`config.mk`:
```
export PLATFORM = sky130hd
export DESIGN_NAME = qrrs_div
export DESIGN_NICKNAME = d
export VERILOG_FILES = /design/src/rtl/qrrs_pkg.sv /design/src/rtl/qrrs_div.sv
export SDC_FILE = /design/constraint.sdc
export NUM_CORES = 2
export LEC_CHECK = 0
export BUFFER_PORTS_ARGS = -buffer_cell sky130_fd_sc_hd__buf_2
export CAP_MARGIN = 20
export CORE_MARGIN = 2
export CORE_UTILIZATION = 43
export DETAILED_ROUTE_END_ITERATION = 10
export GPL_TIMING_DRIVEN = 0
export SYNTH_ARGS = -nofsm -noshare
export SYNTH_HDL_FRONTEND = slang
export SYNTH_SLANG_ARGS = --single-unit
export TNS_END_PERCENT = 10
```
`constraint.sdc`:
```
create_clock -name clock -period 6.05 [get_ports clock]
set_input_delay 0.3025 -clock clock [delete_from_list [all_inputs] [get_ports clock]]
set_output_delay 0.3025 -clock clock [all_outputs]
set_load 0.05 [all_outputs]
```
`src/rtl/qrrs_pkg.sv`:
```
// Shared constants, types and class codes for the quadratic real root solver.
// No dependencies; imported by every module of the block.
package qrrs_pkg;

   localparam int COEF_WIDTH  = 16;
   localparam int FRAC_BITS   = 16;
   localparam int ROOT_WIDTH  = 34;
   localparam int CLASS_WIDTH = 3;

   // Discriminant b*b - 4*a*c, exact.
   localparam int DISC_W = 2 * COEF_WIDTH + 2;

   // Square root pipeline: one root bit per iteration.
   localparam int SQ_ITERS   = COEF_WIDTH + 2 + FRAC_BITS;
   localparam int SQ_RAD_W   = 2 * SQ_ITERS;
   localparam int SQ_ROOT_W  = SQ_ITERS;
   localparam int SQ_STEPS   = 2;
   localparam int SQ_STAGES  = (SQ_ITERS + SQ_STEPS - 1) / SQ_STEPS;

   // Quotient numerators and denominators.
   localparam int NUM_W      = COEF_WIDTH + FRAC_BITS + 3;
   localparam int DEN_W      = COEF_WIDTH + 2;
   localparam int DV_N_W     = COEF_WIDTH + FRAC_BITS + 4;
   localparam int DV_D_W     = COEF_WIDTH + 2;
   localparam int DV_STEPS   = 2;
   localparam int DV_STAGES  = (DV_N_W + DV_STEPS - 1) / DV_STEPS;

   typedef enum logic [CLASS_WIDTH-1:0] {
      CLS_INVALID = 3'd0,
      CLS_INDET   = 3'd1,
      CLS_LINEAR  = 3'd2,
      CLS_NONE    = 3'd3,
      CLS_DOUBLE  = 3'd4,
      CLS_TWO     = 3'd5
   } cls_type;

   typedef struct packed {
      logic                           vld;
      cls_type                        cls;
      logic signed [COEF_WIDTH-1:0]   a;
      logic signed [COEF_WIDTH-1:0]   b;
      logic signed [COEF_WIDTH-1:0]   c;
   } sq_meta_type;

   typedef struct packed {
      logic    vld;
      cls_type cls;
      logic    neg1;
      logic    neg2;
   } dv_meta_type;

endpackage

```
`src/rtl/qrrs_div.sv`:
```
// Pipelined restoring unsigned divider, DV_STEPS quotient bits per stage.
// Depends on qrrs_pkg.
module qrrs_div import qrrs_pkg::*; (
   input  logic              clock,
   input  logic              en,
   input  logic [DV_N_W-1:0] dividend,
   input  logic [DV_D_W-1:0] divisor,
   output logic [DV_N_W-1:0] quotient
);

   logic [DV_N_W-1:0] num_ff [DV_STAGES];
   logic [DV_D_W-1:0] den_ff [DV_STAGES];
   logic [DV_D_W-1:0] rem_ff [DV_STAGES];
   logic [DV_N_W-1:0] quo_ff [DV_STAGES];
   logic [DV_N_W-1:0] num_in [DV_STAGES];
   logic [DV_D_W-1:0] den_in [DV_STAGES];
   logic [DV_D_W-1:0] rem_in [DV_STAGES];
   logic [DV_N_W-1:0] quo_in [DV_STAGES];

   always_comb begin
      logic [DV_D_W-1:0] rem_v;
      logic [DV_D_W:0]   rem_t;
      logic [DV_N_W-1:0] quo_v;
      int                idx;
      rem_v = '0;
      rem_t = '0;
      quo_v = '0;
      idx   = 0;
      for (int s = 0; s < DV_STAGES; s++) begin
         if (s == 0) begin
            num_in[s] = dividend;
            den_in[s] = divisor;
            rem_v     = '0;
            quo_v     = '0;
         end else begin
            num_in[s] = num_ff[s-1];
            den_in[s] = den_ff[s-1];
            rem_v     = rem_ff[s-1];
            quo_v     = quo_ff[s-1];
         end
         for (int j = 0; j < DV_STEPS; j++) begin
            idx = DV_N_W - 1 - DV_STEPS * s - j;
            if (idx >= 0) begin
               rem_t = {rem_v, num_in[s][idx]};
               if (rem_t >= {1'b0, den_in[s]}) begin
                  rem_t      = rem_t - {1'b0, den_in[s]};
                  quo_v[idx] = 1'b1;
               end
               rem_v = rem_t[DV_D_W-1:0];
            end
         end
         rem_in[s] = rem_v;
         quo_in[s] = quo_v;
      end
   end

   always_ff @(posedge clock) begin
      if (en) begin
         for (int s = 0; s < DV_STAGES; s++) begin
            num_ff[s] <= num_in[s];
            den_ff[s] <= den_in[s];
            rem_ff[s] <= rem_in[s];
            quo_ff[s] <= quo_in[s];
         end
      end
   end

   assign quotient = quo_ff[DV_STAGES-1];

endmodule

```
==> flow_summary_export.csv <==
group,metric,value,unit
global_route,grt_pass1_vias,46900,
timing,setup_viol_count_final,0,
yosys,ys_types,94,
die,io_pins,92,
timing,finalHoldViolations,0,
routing,first_iter_violations,3009,
die,initial_core_util,0.433,
routing,num_vias,48000,
die,dieHeight,417,um
critical_path,worstPathArrival,6.41,ns
die,dieArea,174000,um2
routing,drt_pass1_iterations,5,
layout,area.growth.synth_to_final,14.5,%
yosys,synth_seq_cells,1260,
global_route,grt_pass1_wl,254000,um
die,coreArea,169000,um2
timing,clock_skew,0.0400,ns
critical_path,cp_max_fo,5,
global_route,grt_max_degree,184,
clock_network,cts.sinks,1260,
routing,drtAntennaViolNets,0,
worst_hold_path,hp-class,"primary input to flip-flop",
yosys,synth_seq_area_share,0.516,
routing,post-route-drc-count,0,
outcome,outcome,"finished clean",
layout,seqCellArea,37800,um2
timing,worst_slew_margin_rel,0.313,
die,num_rows,151,
yosys,yosysTopAreaCellShare,0.516,
timing,period_needed,5.88,ns
layout,fin_nets,7273,
layout,final_util,0.496,
routing,wirelength,162000,um
yosys,synthesis.area,73400,um2
clock_network,clk_latency,0.82,ns
clock_network,clk_pin_slew,0.06,ns
placed_design,io_buffers,91,
clock_network,cts-root-buf,"clkbuf_16",
clock_network,cts_buffers,143,
layout,fillers,14900,
clock_network,cts_tree,"done",
layout,layout_common_cells,"edfxtp_1, ha_1, inv_1, mux2_2, a21oi_1",
yosys,synth_area_leaders,"edfxtp_1, ha_1, mux2_2, xnor2_1, inv_1",
routing,post_drt_wl_per_cell,18.3,um
critical_path,r2r_slack,0.17,ns
timing,fin_setup_tns,0,ns
yosys,syn_inst,6167,
critical_path,crit_path_start_kind,"flip-flop",
timing,rsz0062_at_grt,"yes",
layout,drive_gt1_frac,0.156,
yosys,yosys_warnings,0,
layout,multiInputGateArea,34200,um2
yosys,synth_edf_count,1260,
yosys,syn_nets,6889,
timing,maxSlewViolCount,0,
critical_path,path_class,"flip-flop to flip-flop",
global_route,antenna_found_initial,1,
die,die_w,417,um
clock_network,h-tree-depth,4,
layout,final_common_cell,"edfxtp_1",
yosys,async_reset_ff_frac,0,
critical_path,critical_path_required,6.59,ns
timing,post-route-period-util,0.971,
timing,worst_pin_slew,1.03,ns
critical_path,endpoint_kind,"flip-flop",
global_route,overflow,0,
placed_design,gp_congestion,0.871,
placed_design,dp_hpwl,120000,um
timing,clock.fmax,170,MHz
yosys,yosysTopAreaCell,"edfxtp_1",
routing,viasPerCell,5.40,
yosys,avgSynthCellArea,11.9,um2
run,maxCapViolations,0,
global_route,gr-usage-all-layers,0.183,
clock_network,cts_max_path_buffers,3,
yosys,ys_dominant_reg_cell,"edfxtp_1",
==> per-stage QoR <==
stage               setup WS [ns]  hold slack, ns  cell area, um2  cells
global placement           -15.09           0.400           76600   8476
detailed placement          -1.64           0.405           76900   8488
CTS                       -0.0728           0.118           83100   8837
finish                      0.174           0.204           84000   8888
global route              -0.0697           0.149           84000   8887
floorplan                 -0.0301           0.400           73400   6167
==> area by class of cell <==
class | instances | area share
timing repair buffer | 247 | 0.0230
antenna | 1 | 0.0000298
inverter | 538 | 0.0240
clock inverter | 92 | 0.0128
clock buffer | 171 | 0.0441
sequential | 1260 | 0.450
tap | 2218 | 0.0330
buffer | 70 | 0.00563
multi-input combinational | 4291 | 0.407
==> cell families after synthesis <==
group | share of synthesized area
compound gates | 0.131
mux | 0.0650
xor+xnor | 0.0561
flops | 0.516
fa+ha+maj | 0.117
simple gates | 0.0834
buf+inv | 0.0319
==> sequential cells by signal, summed over array words and instances, names as in the netlist <==
signal / flops
den_ff: 306
rem_ff: 306
quo_ff: 342
num_ff: 306
==> cells in the mapped netlist (all sizes together) (88+ instances only) <==
master	n
a21o	205
xnor2	323
xor2	147
a21oi	396
inv	538
nor2	344
nand4	88
nor3	99
mux2	383
ha	632
edfxtp	1260
nand2	307
o21ai	339
==> metal layers <==
metal  wire [um]  global-route usage
met3        5710              0.0256
met1       77300               0.253
met4        4350              0.0572
met2       74900               0.296
met5           0                   0
==> final timing paths <==
path,startpoint,end,cells after the start
hold reg to reg,num_ff[7][12]$_DFFE_PP_,num_ff[8][12]$_DFFE_PP_,0
hold / removal,dividend[23],num_ff[0][23]$_DFFE_PP_,2
setup / recovery,den_ff[9][4]$_DFFE_PP_,rem_ff[10][9]$_DFFE_PP_,23
setup reg to reg,den_ff[9][4]$_DFFE_PP_,rem_ff[10][9]$_DFFE_PP_,23
==> critical path: stages, from the launching register on <==
cell	delay, ns
edfxtp_1	0.41
inv_2	0.10
ha_4	0.21
a21o_1	0.18
or3_1	0.34
o221a_1	0.28
a221o_2	0.42
a2111oi_4	0.38
nor2_2	0.12
o32ai_4	0.25
buf_4	0.18
mux2_2	0.36
ha_4	0.25
a21oi_2	0.15
nand2_2	0.10
a211oi_4	0.30
nor3_2	0.08
o31a_1	0.28
a31oi_2	0.24
a31oi_2	0.14
a311oi_4	0.22
buf_6	0.17
buf_4	0.12
mux2_2	0.33
==> what timing repair did <==
action | 4_1_cts | 5_1_grt
gates resized for setup | 162 | 163
endpoints found under the setup margin | 305 | 290
pin swaps | 28 | 45
buffers inserted | 38 | 50
hold buffers | 54 | 0
cloned | 0 | 2
endpoints found under the hold margin | 149 | 0
Power is not shown: default switching activity piles up to over one toggle a cycle in this logic, so the estimate is an artifact.
