<file path="src/rtl/qrrs_pkg.sv">
// Shared constants, types and class codes for the quadratic real root solver.
// No dependencies; imported by every module of the block.
package qrrs_pkg;

   localparam int COEF_WIDTH  = 16;
   localparam int FRAC_BITS   = 16;
   localparam int ROOT_WIDTH  = 34;
   localparam int CLASS_WIDTH = 3;

   // Discriminant b*b - 4*a*c, exact.
   localparam int DISC_W = 2 * COEF_WIDTH + 2;

   // Square root pipeline: one root bit per iteration.
   localparam int SQ_ITERS   = COEF_WIDTH + 2 + FRAC_BITS;
   localparam int SQ_RAD_W   = 2 * SQ_ITERS;
   localparam int SQ_ROOT_W  = SQ_ITERS;
   localparam int SQ_STEPS   = 2;
   localparam int SQ_STAGES  = (SQ_ITERS + SQ_STEPS - 1) / SQ_STEPS;

   // Quotient numerators and denominators.
   localparam int NUM_W      = COEF_WIDTH + FRAC_BITS + 3;
   localparam int DEN_W      = COEF_WIDTH + 2;
   localparam int DV_N_W     = COEF_WIDTH + FRAC_BITS + 4;
   localparam int DV_D_W     = COEF_WIDTH + 2;
   localparam int DV_STEPS   = 2;
   localparam int DV_STAGES  = (DV_N_W + DV_STEPS - 1) / DV_STEPS;

   typedef enum logic [CLASS_WIDTH-1:0] {
      CLS_INVALID = 3'd0,
      CLS_INDET   = 3'd1,
      CLS_LINEAR  = 3'd2,
      CLS_NONE    = 3'd3,
      CLS_DOUBLE  = 3'd4,
      CLS_TWO     = 3'd5
   } cls_type;

   typedef struct packed {
      logic                           vld;
      cls_type                        cls;
      logic signed [COEF_WIDTH-1:0]   a;
      logic signed [COEF_WIDTH-1:0]   b;
      logic signed [COEF_WIDTH-1:0]   c;
   } sq_meta_type;

   typedef struct packed {
      logic    vld;
      cls_type cls;
      logic    neg1;
      logic    neg2;
   } dv_meta_type;

endpackage

</file>
<file path="src/rtl/qrrs_sqrt.sv">
// Pipelined restoring square root, SQ_STEPS root bits per stage.
// Depends on qrrs_pkg.
module qrrs_sqrt import qrrs_pkg::*; (
   input  logic                 clock,
   input  logic                 en,
   input  logic [SQ_RAD_W-1:0]  radicand,
   output logic [SQ_ROOT_W-1:0] root_out
);

   localparam int REM_W = SQ_ROOT_W + 2;

   logic [SQ_RAD_W-1:0]  rad_ff  [SQ_STAGES];
   logic [REM_W-1:0]     rem_ff  [SQ_STAGES];
   logic [SQ_ROOT_W-1:0] root_ff [SQ_STAGES];
   logic [SQ_RAD_W-1:0]  rad_in  [SQ_STAGES];
   logic [REM_W-1:0]     rem_in  [SQ_STAGES];
   logic [SQ_ROOT_W-1:0] root_in [SQ_STAGES];

   always_comb begin
      logic [REM_W-1:0]     rem_v;
      logic [REM_W-1:0]     rem_t;
      logic [REM_W-1:0]     trial;
      logic [SQ_ROOT_W-1:0] root_v;
      int                   idx;
      rem_v  = '0;
      rem_t  = '0;
      trial  = '0;
      root_v = '0;
      idx    = 0;
      for (int s = 0; s < SQ_STAGES; s++) begin
         if (s == 0) begin
            rad_in[s] = radicand;
            rem_v     = '0;
            root_v    = '0;
         end else begin
            rad_in[s] = rad_ff[s-1];
            rem_v     = rem_ff[s-1];
            root_v    = root_ff[s-1];
         end
         for (int j = 0; j < SQ_STEPS; j++) begin
            idx = SQ_ITERS - 1 - SQ_STEPS * s - j;
            if (idx >= 0) begin
               rem_t = {rem_v[REM_W-3:0], rad_in[s][2*idx +: 2]};
               trial = {root_v, 2'b01};
               if (rem_t >= trial) begin
                  rem_v  = rem_t - trial;
                  root_v = {root_v[SQ_ROOT_W-2:0], 1'b1};
               end else begin
                  rem_v  = rem_t;
                  root_v = {root_v[SQ_ROOT_W-2:0], 1'b0};
               end
            end
         end
         rem_in[s]  = rem_v;
         root_in[s] = root_v;
      end
   end

   always_ff @(posedge clock) begin
      if (en) begin
         for (int s = 0; s < SQ_STAGES; s++) begin
            rad_ff[s]  <= rad_in[s];
            rem_ff[s]  <= rem_in[s];
            root_ff[s] <= root_in[s];
         end
      end
   end

   assign root_out = root_ff[SQ_STAGES-1];

endmodule

</file>
<file path="config.mk">
export PLATFORM = sky130hd
export DESIGN_NAME = qrrs_sqrt
export DESIGN_NICKNAME = d
export VERILOG_FILES = /design/src/rtl/qrrs_pkg.sv /design/src/rtl/qrrs_sqrt.sv
export SDC_FILE = /design/constraint.sdc
export NUM_CORES = 2
export LEC_CHECK = 0
export ABC_AREA = 1
export BUFFER_PORTS_ARGS = -buffer_cell sky130_fd_sc_hd__buf_2
export CORE_MARGIN = 4
export CORE_UTILIZATION = 27
export CTS_BUF_LIST = sky130_fd_sc_hd__clkbuf_8 sky130_fd_sc_hd__clkbuf_16
export CTS_CLUSTER_DIAMETER = 50
export DETAILED_ROUTE_END_ITERATION = 10
export PLACE_DENSITY = 0.53
export SETUP_SLACK_MARGIN = 0.1
export SYNTH_ARGS = -nofsm -noshare
export SYNTH_HDL_FRONTEND = slang
export SYNTH_SLANG_ARGS = --single-unit
</file>
<file path="constraint.sdc">
create_clock -name clock -period 4.24 [get_ports clock]
set_input_delay 0.424 -clock clock [delete_from_list [all_inputs] [get_ports clock]]
set_output_delay 0.424 -clock clock [all_outputs]
set_load 0.005 [all_outputs]
</file>
==> metrics <==
Core ar.=0.370 mm^2; Leakage=0.0715 uW; post-layout worst setup margin=-187 ps; library cell occupying the most area in the post-synthesis netlist=edfxtp_1; violated checks=negative setup slack; Max-slew headroom=0.373; Crit Path Class=flop to flop; CTS root buf=clkbuf_16; pin count of the biggest net entering global routing=106; source-to-sink clock delay at the later pin of the worst-skew pair=940 ps; initial antenna violation count=1; count of pins on the block boundary=104; Cells after Synth=13,200; pins over their slew limit=0; CTS tree=built; layout cell share with drive strength beyond 1=0.405; CP most frequent cell=nor2_4; net count reported at finish=18,000; Worst Setup End Kind=flop; measured slew at the worst slew-check pin=935 ps; FF-to-FF Start=root_ff[0][383]; number of warning messages in the yosys log=0; Synth Area per Inst=7.65 um^2; first-pass GRT wire length=574,000 um; unrepaired setup endpoints after global routing=true; Syn-to-layout area delta=59.1%; post-route core utilization=0.433; Final Hold Fails=0; Placement Rows=223; Hold Path Origin=en; Critical Path AT=4990 ps; maximum vdd drop=419 uV; Fin Clk Skew=128 ps; max cap viols=0; All-Layer GR Usage=0.189; height of the die=619 um; flip-flop and latch count after synthesis=1,371; clock net sink count=1,371; stage delay of the slowest cell on the critical path=450 ps; Pwr per Cell Area=638 mW/mm^2; crit start category=flop; initial standard-cell utilization of the core=0.272; number of routed nets with antenna violations=0; Req. time, crit path=4810 ps; final worst path period share=1.04; floorplan die width=619 um; number of failing setup endpoints in the final timing report=94; share of the yosys chip area belonging to registers=0.409; vias in the first global route=101,000; number of distinct library cell variants in the gate-level netlist after synthesis=70; Clock Path Buffers=4; clock transition at the registers of the reported paths=60 ps; type of the most critical hold path=input port to flop; top cell type's share of synthesized area=0.409; detail-routed via count per cell=4.67; Critical Path Slowest Stage Cell=edfxtp_1; Post-synth EDFFs=1,371; worst-path fanout max=7; area of the die=0.383 mm^2; commonest register cell after synthesis=edfxtp_1; PortBufs=103; Post-Route WL=387,000 um; TritonCTS buffer count=218; HPWL after detailed placement=295,000 um; average wire length per cell after detail routing=17.3 um; Tmin final=4430 ps; crit path from=root_ff[0][383]; gp weighted congestion=0.929; Setup Slack @ Placement=-835 ps; non-filler instance count after layout=22,400; run status=finished with violations; main area contributors after synthesis=edfxtp_1 41%, nand2_1 13%, ha_1 7.8%, inv_1 6.7%, nor2_1 5.4%; share of flip-flops with an asynchronous set or reset=0; cell with the most instances after synthesis=nand2_1; global route overflow=0; Cell Area, Synth=0.101 mm^2; most common library cells after synthesis=3,517 x nand2_1, 1,809 x inv_1, 1,452 x nor2_1; DRC violations left=0; count of routing violations after the opening detailed-route iteration=7,293; via count=105,000; # H-tree levels=4; Pre-Repair DR Iteration Count=6; Max Fclk=226 MHz; total placed cells including tap cells=21,200
-- cell families (layout without fill, tap and decap cells) --
| kind of cell | after synthesis | after routing | synth area share |
|---|---|---|---|
| AO/OA/AOI/OAI | 2020 | 2020 | 0.110 |
| XOR/XNOR | 572 | 572 | 0.0501 |
| adder cells (fa/ha/maj) | 627 | 627 | 0.0779 |
| buffers and inverters | 2031 | 6339 | 0.0798 |
| flip-flops | 1371 | 1371 | 0.409 |
| other | 1 | 4 | 0.0000372 |
| AND/OR/NAND/NOR | 6533 | 6534 | 0.273 |
-- cell type report --
cell class | instances | area (um^2)
Antenna cell | 1 | 2.50
Clock buffer | 221 | 5530
Clock inverter | 172 | 1610
Fill cell | 36400 | 210000
Inverter | 1843 | 7110
Multi-Input combinational cell | 9756 | 65000
Sequential cell | 1371 | 41200
Tap cell | 4950 | 6190
Timing Repair Buffer | 4098 | 33500
Timing Repair inverter | 5 | 61.3
-- layout by cell type, fill, tap and decap left out, drive strengths merged, types with 17 or more instances in the layout --
cell type	n
a21o	56
a21oi	841
a31oi	81
and3	17
buf	4003
clkbuf	245
clkinv	75
clkinvlp	28
dlygate4sd3	69
edfxtp	1371
ha	627
inv	1906
nand2	3545
nand3	856
nand3b	52
nand4	228
nor2	1488
nor3	213
nor4	45
o211ai	22
o21a	48
o21ai	829
o21bai	62
or2	69
xnor2	252
xor2	320
-- routing by layer --
metal	up-vias	share of wire	GRT usage
met5	-	0	0
met4	0	0.031	0.0487
met3	567	0.045	0.0189
met2	2397	0.47	0.319
met1	49400	0.45	0.257
li1	52300	-	-
-- critical path: cells and delay by family (launching register included) --
kind | cells | cell delay [ps]
simple gates | 14 | 1770
buf+inv | 9 | 1090
fa+ha+maj | 2 | 620
flops | 1 | 450
compound gates | 2 | 130
-- sequential cells by signal (all words and copies together), names as in the netlist --
name / cells
rad_ff: 544
rem_ff: 521
root_ff: 306
-- report_power, final --
part           internal (uW)  switching [uW]
registers              18200            1890
clock network          10400            7120
logic                  30600           34100
total                  59100           43100
-- timing repair --
item,CTS,global route
endpoints found under the setup margin,449,500
buffers inserted,418,346
hold endpoints to repair,69,0
gates resized for setup,1778,1980
pin swaps,392,747
gates cloned,41,27
hold buffers,69,0
-- metrics by stage --
| stage | power, uW | hold WS (ps) | setup TNS [ps] | area [um^2] |
|---|---|---|---|---|
| final | 102000 | 88.4 | -5100 | 160000 |
| after global routing | 109000 | 74.8 | -41660 | 160000 |
| after CTS | 94600 | 65.5 | -969 | 149000 |
| after detailed placement | 70000 | 405 | -106520 | 131000 |
| after global placement | 70100 | 400 | -104170 | 131000 |
| after floorplan | 44700 | 400 | 0 | 101000 |
-- final timing paths --
check	endpoint	slack, ps	cells past startpoint
setup / recovery	rem_ff[0][449]	-190	27
hold / removal	rad_ff[0][37]	90	1
setup reg to reg	rem_ff[0][449]	-190	27
hold reg to reg	rad_ff[0][764]	300	0
No activity file was read; power rests on OpenSTA's default activity.
